===== src/design/tza_pkg.sv =====
// Package with the types, constants and defaults of the zoned trapezoid area sum.
`timescale 1ns / 1ps
package tza_pkg;

  // Parameter defaults.
  localparam int FRAME_LEN_DEF   = 128;
  localparam int LEFT_LEN_DEF    = 43;
  localparam int MID_LEN_DEF     = 42;
  localparam int SAMPLE_BITS_DEF = 12;

  // Fixed field widths.
  localparam int IN_SAMPLE_W = 13;
  localparam int MAG_W       = 12;
  localparam int SUM_W       = 20;
  localparam int AREA_W      = 16;

  localparam logic [SUM_W-1:0]  SUM_MAX  = {SUM_W{1'b1}};
  localparam logic [AREA_W-1:0] AREA_MAX = {AREA_W{1'b1}};

  // Division by ten as a multiply by ceil(2^23 / 10) and a shift; exact below 2^22.
  localparam int                     DIV10_RECIP_W = 20;
  localparam logic [DIV10_RECIP_W-1:0] DIV10_RECIP = 20'hCCCCD;
  localparam int                     DIV10_SHIFT   = 23;

  // One input item.
  typedef struct packed {
    logic signed [IN_SAMPLE_W-1:0] sample;
    logic                          frame_end;
  } tza_in_t;

  // One result item.
  typedef struct packed {
    logic [AREA_W-1:0] left_area;
    logic [AREA_W-1:0] middle_area;
    logic [AREA_W-1:0] right_area;
  } tza_out_t;

  // The three zone accumulators.
  typedef struct packed {
    logic [SUM_W-1:0] left_sum;
    logic [SUM_W-1:0] middle_sum;
    logic [SUM_W-1:0] right_sum;
  } tza_sums_t;

endpackage


===== src/design/tza_div10.sv =====
// Divide a zone sum by ten and saturate it to the area width.
`timescale 1ns / 1ps
module tza_div10 import tza_pkg::*; (
  input  logic [SUM_W-1:0]  sum,
  output logic [AREA_W-1:0] area
);

  localparam int PROD_W = SUM_W + DIV10_RECIP_W;
  localparam int Q_W    = PROD_W - DIV10_SHIFT;

  logic [PROD_W-1:0] prod;
  logic [Q_W-1:0]    quot;

  // Reciprocal multiply, then clamp the quotient.
  always_comb begin
    prod = PROD_W'(sum) * PROD_W'(DIV10_RECIP);
    quot = prod[PROD_W-1:DIV10_SHIFT];
    area = (quot > Q_W'(AREA_MAX)) ? AREA_MAX : AREA_W'(quot);
  end

endmodule


===== config.mk =====
export PLATFORM = sky130hd
export DESIGN_NAME = tza_div10
export DESIGN_NICKNAME = d
export VERILOG_FILES = /design/src/design/tza_pkg.sv /design/src/design/tza_div10.sv
export SDC_FILE = /design/constraint.sdc
export NUM_CORES = 1
export LEC_CHECK = 0
export BUFFER_PORTS_ARGS = -buffer_cell sky130_fd_sc_hd__buf_2
export CAP_MARGIN = 20
export CORE_UTILIZATION = 33
export DETAILED_ROUTE_END_ITERATION = 16
export PLACE_DENSITY = 0.55
export SLEW_MARGIN = 40
export SYNTH_ARGS = -nofsm -noshare
export SYNTH_HDL_FRONTEND = slang
export SYNTH_SLANG_ARGS = --single-unit

===== constraint.sdc =====
create_clock -name vclk -period 12.1
set_input_delay 1.815 -clock vclk [all_inputs]
set_output_delay 1.815 -clock vclk [all_outputs]
set_load 0.01 [all_outputs]

==> summary.txt <==
Finish
  – Most frequent cells in the layout: ha_1, inv_1, fa_1
  – Area growth syn-to-layout: 6.91%
  – Layout Utilization: 36.0%
  – Fillers: 2292
  – Diode count: 0
  – Sequential Area: 0 µm²
  – Clock buf count: 0
  – Layout cell share with drive strength beyond 1: 6.12%
  – NumNets Final: 1138
  – Commonest non-fill, non-tap cell in the layout: ha_1
  – Num sequential: 0

Critical path
  – Crit end category: primary output
  – Critical Path Start Type: primary input
  – Crit Path Max Fanout: 6
  – Slowest cell on crit path: fa_1
  – Critical path, cell by cell: buf_2 > ha_1 > ha_1 > inv_1 > fa_1 > inv_1 > fa_1 > fa_1 > fa_1 > inv_1 > fa_1 > inv_1 > ha_1 > nand4_1 > or3_1 > a2111o_1 > a31oi_2 > o211ai_1 > a21oi_1 > nor3b_1 > or4_1 > buf_2
  – Setup CP Type: in2out
  – Data arrival, critical path: about 8.4 ns
  – Top delay family on crit path: adder cells
  – Critical path required time: 10.28 ns
  – Worst Path Buf+Inv: 6
  – Delay of the slowest cell on the worst path: roughly 0.55 ns
  – CP dominant cell by count: fa_1

Hold path
  – HP Start: sum[0]
  – Worst Hold End: area[0]
  – HP Class: in2out
  – Hold path depth: 9

STA
  – Slew HR: 65.5%
  – RSZ-0062 raised after global routing: no
  – Final Max Slew Viols: 0
  – Setup violations, final: 0
  – Hold slack: 4.78 ns
  – Highest Clock Rate: 98.4 MHz
  – Least-Margin Pin Slew: between 0.5 and 0.6 ns
  – Period utilization: 84.0%
  – Min Tclk post-route: 10.16 ns
  – Setup TNS after final layout: 0 ns
  – Final worst slack: 1.94 ns
  – Hold Fails Final Rpt: 0

Logic synthesis
  – XOR/XNOR Fraction of Synth Area: 3.93%
  – Largest family of logic cells by synthesized area: adder cells
  – Mux contribution to synthesized area: 0.425%
  – Netlist Area Pre-Place: 7350 µm²
  – Area share of fa/ha/maj cells after synthesis: 69.7%
  – Syn Area/Cell: 9.75 µm²
  – Synthesized instance count: ~750
  – Sequential area share after synthesis: 0%
  – Net count after synthesis: 1106
  – Synth Warn #: 0
  – Distinct cell type count after synthesis: 45
  – Synth Area in Compound Gates: 9.04%
  – Simple-Gate Fraction of Synth Area: 7.54%

Flow run
  – Max Cap Violations: 0

Floorplanning
  – Row Count: 54
  – Core Area: 21800 µm²
  – Die width: around 150 µm
  – Initial cell density of the core: 33.7%
  – # IOs: 36
  – Die height: around 150 µm
  – DIE AREA: 22900 µm²

Global routing
  – First-pass GRT wire length: 28800 µm
  – Total GRT Usage: between 15 and 20%
  – Vias in the first global route: 5390
  – Initial antenna violation count: 0
  – Total gr overflow: 0
  – Largest net degree at the start of global routing: 17

Clocking
  – # hold bufs at CTS: 0
  – Postcts setup bufs: 0
  – Post-CTS Resized: 0

Detailed routing
  – Remaining antenna violation count: 0
  – DRT Wirelength: 17800 µm
  – Routed vias: 5128
  – Iteration count of the initial detailed-routing pass: 6
  – DR vias/cell: just under 5
  – Residual DRC: 0
  – Drt wl/cell: 16.7 µm
  – Starting DRC count in detailed routing: between 150 and 200

Place
  – Port Buffers: 36
  – Post-Place Setup Slack: 1.98 ns
  – HPWL after detailed placement: 16600 µm
  – Placer Congestion: 0.890

Outcome
  – Status: finished clean
-- tightest hold or removal path: stages --
cell and delay (ns):
buf_2 0.16, nand4_1 0.16, a21oi_1 0.19, o21a_1 0.19, o21ai_0 0.10, nand2_1 0.09
xnor2_1 0.08, nand2b_1 0.07, buf_2 0.12
-- stage by stage --
step,cell area (µm²),instances
3_5_place_dp,7860,1064
2_1_floorplan,7350,754
6_report,7860,1064
4_1_cts,7860,1064
3_3_place_gp,7860,1064
5_1_grt,7860,1064
-- cell families after synthesis --
| logic type | Yosys count |
|---|---|
| adder cells (fa/ha/maj) | 332 |
| buffers and inverters | 184 |
| AND/OR/NAND/NOR | 104 |
| AO/OA/AOI/OAI | 98 |
| XOR/XNOR | 33 |
| multiplexers | 3 |
-- area by class of cell --
cell class         instances  area, µm²  area share, %
multi-input cells        570       6660           84.8
well taps                280        350           4.46
inverters                178        668           8.50
repair buffers            36        180           2.29
-- per-layer routing --
layer  global-route usage, %  share of wire (%)
met1                    24.0                 48
met5                       0                  0
met2                    27.7                 47
met3                    1.05                4.4
met4                    1.10               0.63
-- cell usage after synthesis (2+ instances only) --
cell type,number,share of area [%]
nand4_1,4,0.34
o221ai_1,2,0.24
o21bai_1,4,0.41
or3_1,2,0.17
nor2b_1,2,0.17
and3b_1,2,0.24
nand2_1,25,1.3
or4_1,2,0.20
nor3_1,4,0.27
xnor2_1,13,1.5
a31oi_1,3,0.26
and2_1,11,0.94
a21o_1,23,2.3
mux2i_1,2,0.27
nor2_1,14,0.71
nor3b_1,2,0.20
a31o_2,2,0.24
clkbuf_1,6,0.31
and3_1,8,0.68
o21ai_0,12,0.82
xor2_1,20,2.4
inv_1,178,9.1
ha_1,203,35
a211oi_1,2,0.20
fa_1,129,35
nand3_1,6,0.41
a221oi_1,2,0.24
a21oi_1,25,1.7
o21a_1,8,0.82
o211ai_1,4,0.41
o31ai_1,2,0.20
nand2b_1,15,1.3
or2_2,5,0.43
-- worst max path at each step --
stage,startpoint,end,cells after the start
2_1_floorplan,sum[4],area[12],20
5_1_grt,sum[4],area[12],22
6_report,sum[4],area[12],22
3_5_place_dp,sum[4],area[12],22
3_3_place_gp,sum[4],area[12],22
4_1_cts,sum[4],area[12],22
Power is not shown: default switching activity piles up to over one toggle a cycle in this logic, so the estimate is an artifact.
