File: config.mk
export PLATFORM = sky130hd
export DESIGN_NAME = tza_accum
export DESIGN_NICKNAME = d
export VERILOG_FILES = /design/src/design/tza_pkg.sv /design/src/design/tza_accum.sv
export SDC_FILE = /design/constraint.sdc
export NUM_CORES = 1
export LEC_CHECK = 0
export BUFFER_PORTS_ARGS = -buffer_cell sky130_fd_sc_hd__buf_2
export CAP_MARGIN = 0
export CORE_UTILIZATION = 40
export CTS_CLUSTER_DIAMETER = 100
export DETAILED_ROUTE_END_ITERATION = 8
export HOLD_SLACK_MARGIN = 0.1
export RECOVER_POWER = 25
export SLEW_MARGIN = 20
export SYNTH_ARGS = -nofsm -noshare
export SYNTH_HDL_FRONTEND = slang
export SYNTH_SLANG_ARGS = --single-unit
export TNS_END_PERCENT = 1
File: constraint.sdc
create_clock -name clk -period 38.7 [get_ports clk]
set_input_delay 7.74 -clock clk [delete_from_list [all_inputs] [get_ports clk]]
set_output_delay 7.74 -clock clk [all_outputs]
set_load 0.02 [all_outputs]
File: src/design/tza_pkg.sv
// Package with the types, constants and defaults of the zoned trapezoid area sum.
`timescale 1ns / 1ps
package tza_pkg;

  // Parameter defaults.
  localparam int FRAME_LEN_DEF   = 128;
  localparam int LEFT_LEN_DEF    = 43;
  localparam int MID_LEN_DEF     = 42;
  localparam int SAMPLE_BITS_DEF = 12;

  // Fixed field widths.
  localparam int IN_SAMPLE_W = 13;
  localparam int MAG_W       = 12;
  localparam int SUM_W       = 20;
  localparam int AREA_W      = 16;

  localparam logic [SUM_W-1:0]  SUM_MAX  = {SUM_W{1'b1}};
  localparam logic [AREA_W-1:0] AREA_MAX = {AREA_W{1'b1}};

  // Division by ten as a multiply by ceil(2^23 / 10) and a shift; exact below 2^22.
  localparam int                     DIV10_RECIP_W = 20;
  localparam logic [DIV10_RECIP_W-1:0] DIV10_RECIP = 20'hCCCCD;
  localparam int                     DIV10_SHIFT   = 23;

  // One input item.
  typedef struct packed {
    logic signed [IN_SAMPLE_W-1:0] sample;
    logic                          frame_end;
  } tza_in_t;

  // One result item.
  typedef struct packed {
    logic [AREA_W-1:0] left_area;
    logic [AREA_W-1:0] middle_area;
    logic [AREA_W-1:0] right_area;
  } tza_out_t;

  // The three zone accumulators.
  typedef struct packed {
    logic [SUM_W-1:0] left_sum;
    logic [SUM_W-1:0] middle_sum;
    logic [SUM_W-1:0] right_sum;
  } tza_sums_t;

endpackage

File: src/design/tza_accum.sv
// Zone tracking, trapezoid area step and saturating zone accumulators.
`timescale 1ns / 1ps
module tza_accum import tza_pkg::*; #(
  parameter int FRAME_LEN   = FRAME_LEN_DEF,
  parameter int LEFT_LEN    = LEFT_LEN_DEF,
  parameter int MID_LEN     = MID_LEN_DEF,
  parameter int SAMPLE_BITS = SAMPLE_BITS_DEF
) (
  input  logic      clk,
  input  logic      rst_n,
  input  logic      step,
  input  tza_in_t   item,
  output tza_sums_t sums_nxt
);

  localparam int POS_W  = $clog2(FRAME_LEN + 1);
  localparam int IDX_W  = $clog2(FRAME_LEN);
  localparam int CMP_W  = POS_W + 9;
  localparam int VCMP_W = (SAMPLE_BITS > MAG_W) ? SAMPLE_BITS : MAG_W;
  localparam int PROD_W = SAMPLE_BITS + POS_W;
  localparam int ADD_W  = ((PROD_W > SUM_W) ? PROD_W : SUM_W) + 1;

  localparam logic [VCMP_W-1:0]      V_MAX_CMP = VCMP_W'((1 << SAMPLE_BITS) - 1);
  localparam logic [SAMPLE_BITS-1:0] V_MAX     = {SAMPLE_BITS{1'b1}};

  logic [POS_W-1:0]       position_r;
  tza_sums_t              sums_r;
  logic [SAMPLE_BITS-1:0] anchor_value_r;
  logic [IDX_W-1:0]       anchor_index_r;
  logic                   anchor_valid_r;

  logic [CMP_W-1:0]       pos_ext;
  logic                   in_left;
  logic                   in_mid;
  logic [CMP_W-1:0]       zone_start;
  logic [IDX_W-1:0]       idx;
  logic                   active;
  logic                   zone_first;
  logic                   skip;
  logic [SAMPLE_BITS-1:0] v;
  logic [SAMPLE_BITS:0]   pair_sum;
  logic [SAMPLE_BITS-1:0] half;
  logic [POS_W-1:0]       height;
  logic [PROD_W-1:0]      area;
  logic                   add_en;

  function automatic logic [SUM_W-1:0] sat_add(input logic [SUM_W-1:0] acc,
                                               input logic [PROD_W-1:0] inc);
    logic [ADD_W-1:0] s;
    s = ADD_W'(acc) + ADD_W'(inc);
    sat_add = (s > ADD_W'(SUM_MAX)) ? SUM_MAX : SUM_W'(s);
  endfunction

  // Zone of the current position and the index within that zone.
  always_comb begin
    pos_ext = CMP_W'(position_r);
    active  = position_r < POS_W'(FRAME_LEN);
    in_left = pos_ext < CMP_W'(LEFT_LEN);
    in_mid  = !in_left && (pos_ext < CMP_W'(LEFT_LEN + MID_LEN));
    if (in_left) begin
      zone_start = '0;
    end else if (in_mid) begin
      zone_start = CMP_W'(LEFT_LEN);
    end else begin
      zone_start = CMP_W'(LEFT_LEN + MID_LEN);
    end
    idx        = IDX_W'(pos_ext - zone_start);
    zone_first = (idx == '0);
  end

  // Sample decode: all ones is a missing point, other negatives count as zero, larger values clamp to the maximum.
  always_comb begin
    skip = (item.sample == '1);
    if (item.sample[IN_SAMPLE_W-1]) begin
      v = '0;
    end else if (VCMP_W'(item.sample[MAG_W-1:0]) > V_MAX_CMP) begin
      v = V_MAX;
    end else begin
      v = SAMPLE_BITS'(item.sample[MAG_W-1:0]);
    end
  end

  // Trapezoid step against the anchor; the height keeps the extra one.
  always_comb begin
    pair_sum = {1'b0, v} + {1'b0, anchor_value_r};
    half     = pair_sum[SAMPLE_BITS:1];
    height   = POS_W'(idx) + POS_W'(1) - POS_W'(anchor_index_r);
    area     = PROD_W'(half) * PROD_W'(height);
    add_en   = active && !skip && anchor_valid_r && !zone_first;
  end

  // Accumulator values after this item.
  always_comb begin
    sums_nxt = sums_r;
    if (add_en) begin
      if (in_left) begin
        sums_nxt.left_sum = sat_add(sums_r.left_sum, area);
      end else if (in_mid) begin
        sums_nxt.middle_sum = sat_add(sums_r.middle_sum, area);
      end else begin
        sums_nxt.right_sum = sat_add(sums_r.right_sum, area);
      end
    end
  end

  // State update; the end of a frame clears everything for the next one.
  always_ff @(posedge clk) begin
    if (!rst_n) begin
      position_r     <= '0;
      sums_r         <= '0;
      anchor_valid_r <= 1'b0;
    end else if (step) begin
      if (item.frame_end) begin
        position_r     <= '0;
        sums_r         <= '0;
        anchor_valid_r <= 1'b0;
      end else if (active) begin
        position_r <= position_r + POS_W'(1);
        sums_r     <= sums_nxt;
        if (!skip) begin
          anchor_valid_r <= 1'b1;
        end else if (zone_first) begin
          anchor_valid_r <= 1'b0;
        end
      end
    end
  end

  // Anchor payload needs no reset.
  always_ff @(posedge clk) begin
    if (step && active && !skip) begin
      anchor_value_r <= v;
      anchor_index_r <= idx;
    end
  end

endmodule

==> reports/results.tsv <==
metric	value	unit
delay-heaviest family, CP	compound AO/OA/AOI/OAI gates	
path depth of the worst reg2reg path	39	
post-route insts no fill	1871	
Critical Path Fanout Max	14	
post-synth top area cell	ha_1	
layout net count	1710	
die height	171	µm
Max-Cap Viols	1	
minimum clock period	24780	ps
Synth async-reset ratio	0	%
post-route design area	12500	µm²
max_slew headroom	-35.8	%
Tcrit/Tclk final	64.0	%
Synth cell types	76	
Post-synth EDFFs	19	
clk sinks	88	
placed cells	1855	
clk_lat worst skew	370	ps
Antenna Cells	0	
most used cell, CP	fa_1	
Largest stage delay, worst path	610	ps
HP Class	flop to flop	
Worst EP arrival	17040	ps
core area	27900	µm²
largest net degree at the start of global routing	44	
CP max stage cell	xnor2_1	
Mean Syn Cell Area	7.96	µm²
WP data required	30960	ps
crit start category	primary input	
initial core utilization	40.8	%
Crit path depth	34	
Via Count	10400	
number of cells upsized or downsized after cts	0	
#FFs+latches synth	88	
CTS tree	yes	
via/cell ratio	5.57	
skew final	13.2	ps
setup bufs post-CTS	0	
Layout area overhead	9.67	%
max-slew violation count	35	
Die Footprint	29100	µm²
first-pass GRT wire length	50.1	mm
# rows	61	
post-synth top area share	15.2	%
DRC	0	
CP Capture Type	output pin	
Max Freq	40.4	MHz
I/O pins	77	
sequential area share after synthesis	17.2	%
slack of the critical path	13920	ps
Routed Antenna Nets	0	
CP Buf/Inv Count	4	
pre-CTS setup slack	14220	ps
number of port buffers	76	
Pre-antenna DRT Iters	5	
GRT Total Usage	22.1	%
Hold-fix buffers, CTS	0	
area of placed instances	12200	µm²
Final Hold Fails	0	
# setup viols final	0	
worst hold path depth	2	
vias in the first global route	9674	
status	complete, but fails checks	
routability cong.	0.950	
DRT Wirelength	31.6	mm
chip width	171	µm
layout cell share with drive strength beyond 1	7.70	%
RSZ-0062 raised after global routing	false	
CTS HTree Levels	3	
Longest Clk Path Bufs	2	
area of the mapped netlist	11400	µm²
post-route setup TNS	0	ps
Post-Synthesis Cells	1429	
DP Wirelength	24.7	mm
wire per inst	16.9	µm
worst slew pin tran	2040	ps
syn_nets	1650	
clock-pin slew on the worst setup and hold paths	70	ps
GRT overflow	0	
Syn. warnings	0	
critical path type	primary input to output pin	
Initial DRC Count	665	
initial antenna violation count	0	
CTS Buf Count	9	
failing checks	max-capacitance violations, max-slew violations	
synth top area cells	ha_1 (15%), dfxtp_1 (12%), fa_1 (12%)	
Post-synth top flop	dfxtp_1	
root buf cell	clkbuf_16	
[Yosys cell counts, types with 11 or more instances]
library cell / instances
nor3_1: 27
a22o_1: 19
nand2_1: 108
dfxtp_1: 69
and2_1: 47
a211oi_1: 12
and3_1: 11
ha_1: 138
nor2b_1: 30
inv_1: 141
edfxtp_1: 19
clkbuf_1: 26
o22a_1: 17
fa_1: 66
or3_1: 11
a21oi_1: 112
o21ai_0: 68
xnor2_1: 53
a31oi_1: 18
a21o_1: 29
o211ai_1: 12
o21ai_1: 13
nor2_1: 164
o21a_1: 21
xor2_1: 28
nand3_1: 18
nand2b_1: 20
[path summary, 6_finish.rpt]
kind / startpoint / to / slack [ps]
min reg2reg: sums_r[23] / sums_r[23] / 480
max: item[13] / sums_nxt[18] / 13920
min: sums_r[23] / sums_r[23] / 480
max reg2reg: position_r[1] / sums_r[55] / 27030
[per-stage QoR]
| step | utilization [%] | hold WS [ps] |
|---|---|---|
| finish | 44.8 | 482 |
| global route | 44.8 | 508 |
| CTS | 44.8 | 484 |
| detailed placement | 43.6 | 473 |
| global placement | 43.6 | 468 |
| floorplan | - | 453 |
[layout by cell type, fill, tap and decap left out, types with 11 or more instances in the layout]
| master | instances |
|---|---|
| or3_1 | 11 |
| nor3_1 | 27 |
| a21oi_1 | 111 |
| inv_1 | 141 |
| xor2_1 | 28 |
| nand2_1 | 108 |
| a21o_1 | 29 |
| o22a_1 | 17 |
| ha_1 | 138 |
| a31oi_1 | 18 |
| and2_1 | 45 |
| nor2_1 | 164 |
| xnor2_1 | 53 |
| edfxtp_1 | 19 |
| fa_1 | 66 |
| o21a_1 | 21 |
| buf_2 | 73 |
| nand2b_1 | 20 |
| o21ai_0 | 71 |
| o211ai_1 | 12 |
| a211oi_1 | 12 |
| nand3_1 | 18 |
| dfxtp_1 | 69 |
| and3_1 | 11 |
| a22o_1 | 19 |
| nor2b_1 | 30 |
[routing by layer]
metal	vias to the layer above	part of all wire (%)	track usage [%]
li1	5128	-	-
met1	5030	47	30.0
met2	219	46	35.8
met3	39	4.4	3.35
met4	0	2.3	7.05
met5	-	0	0
[tightest hold or removal path: cells and delay by family (launching register included)]
family	cells	cell delay [ps]
flip-flops	1	330
AND/OR/NAND/NOR	1	60
AO/OA/AOI/OAI	1	50
[cell type report]
class                           instances  area, µm²
Clock buffer                           11        254
Clock inverter                          4       75.1
Sequential cell                        88       1950
Multi-Input combinational cell       1164       8750
Timing Repair Buffer                   85        440
Fill cell                            2824      15400
Tap cell                              378        473
Inverter                              141        529
[cell families (layout without fill, tap and decap cells)]
family | after synthesis | count (layout) | share of synthesized area (%)
XOR/XNOR | 81 | 81 | 6.24
adder cells (fa/ha/maj) | 204 | 204 | 26.8
multiplexers | 3 | 3 | 0.275
flip-flops | 88 | 88 | 17.2
buffers and inverters | 177 | 241 | 6.01
AO/OA/AOI/OAI | 402 | 402 | 23.4
AND/OR/NAND/NOR | 474 | 474 | 20.1
[sequential cells by signal, indices dropped and copies added, names as in the netlist]
signal	cells
sums_r	60
anchor_valid_r	1
position_r	8
anchor_index_r	7
anchor_value_r	12
Power is not shown: default switching activity piles up to over one toggle a cycle in this logic, so the estimate is an artifact.
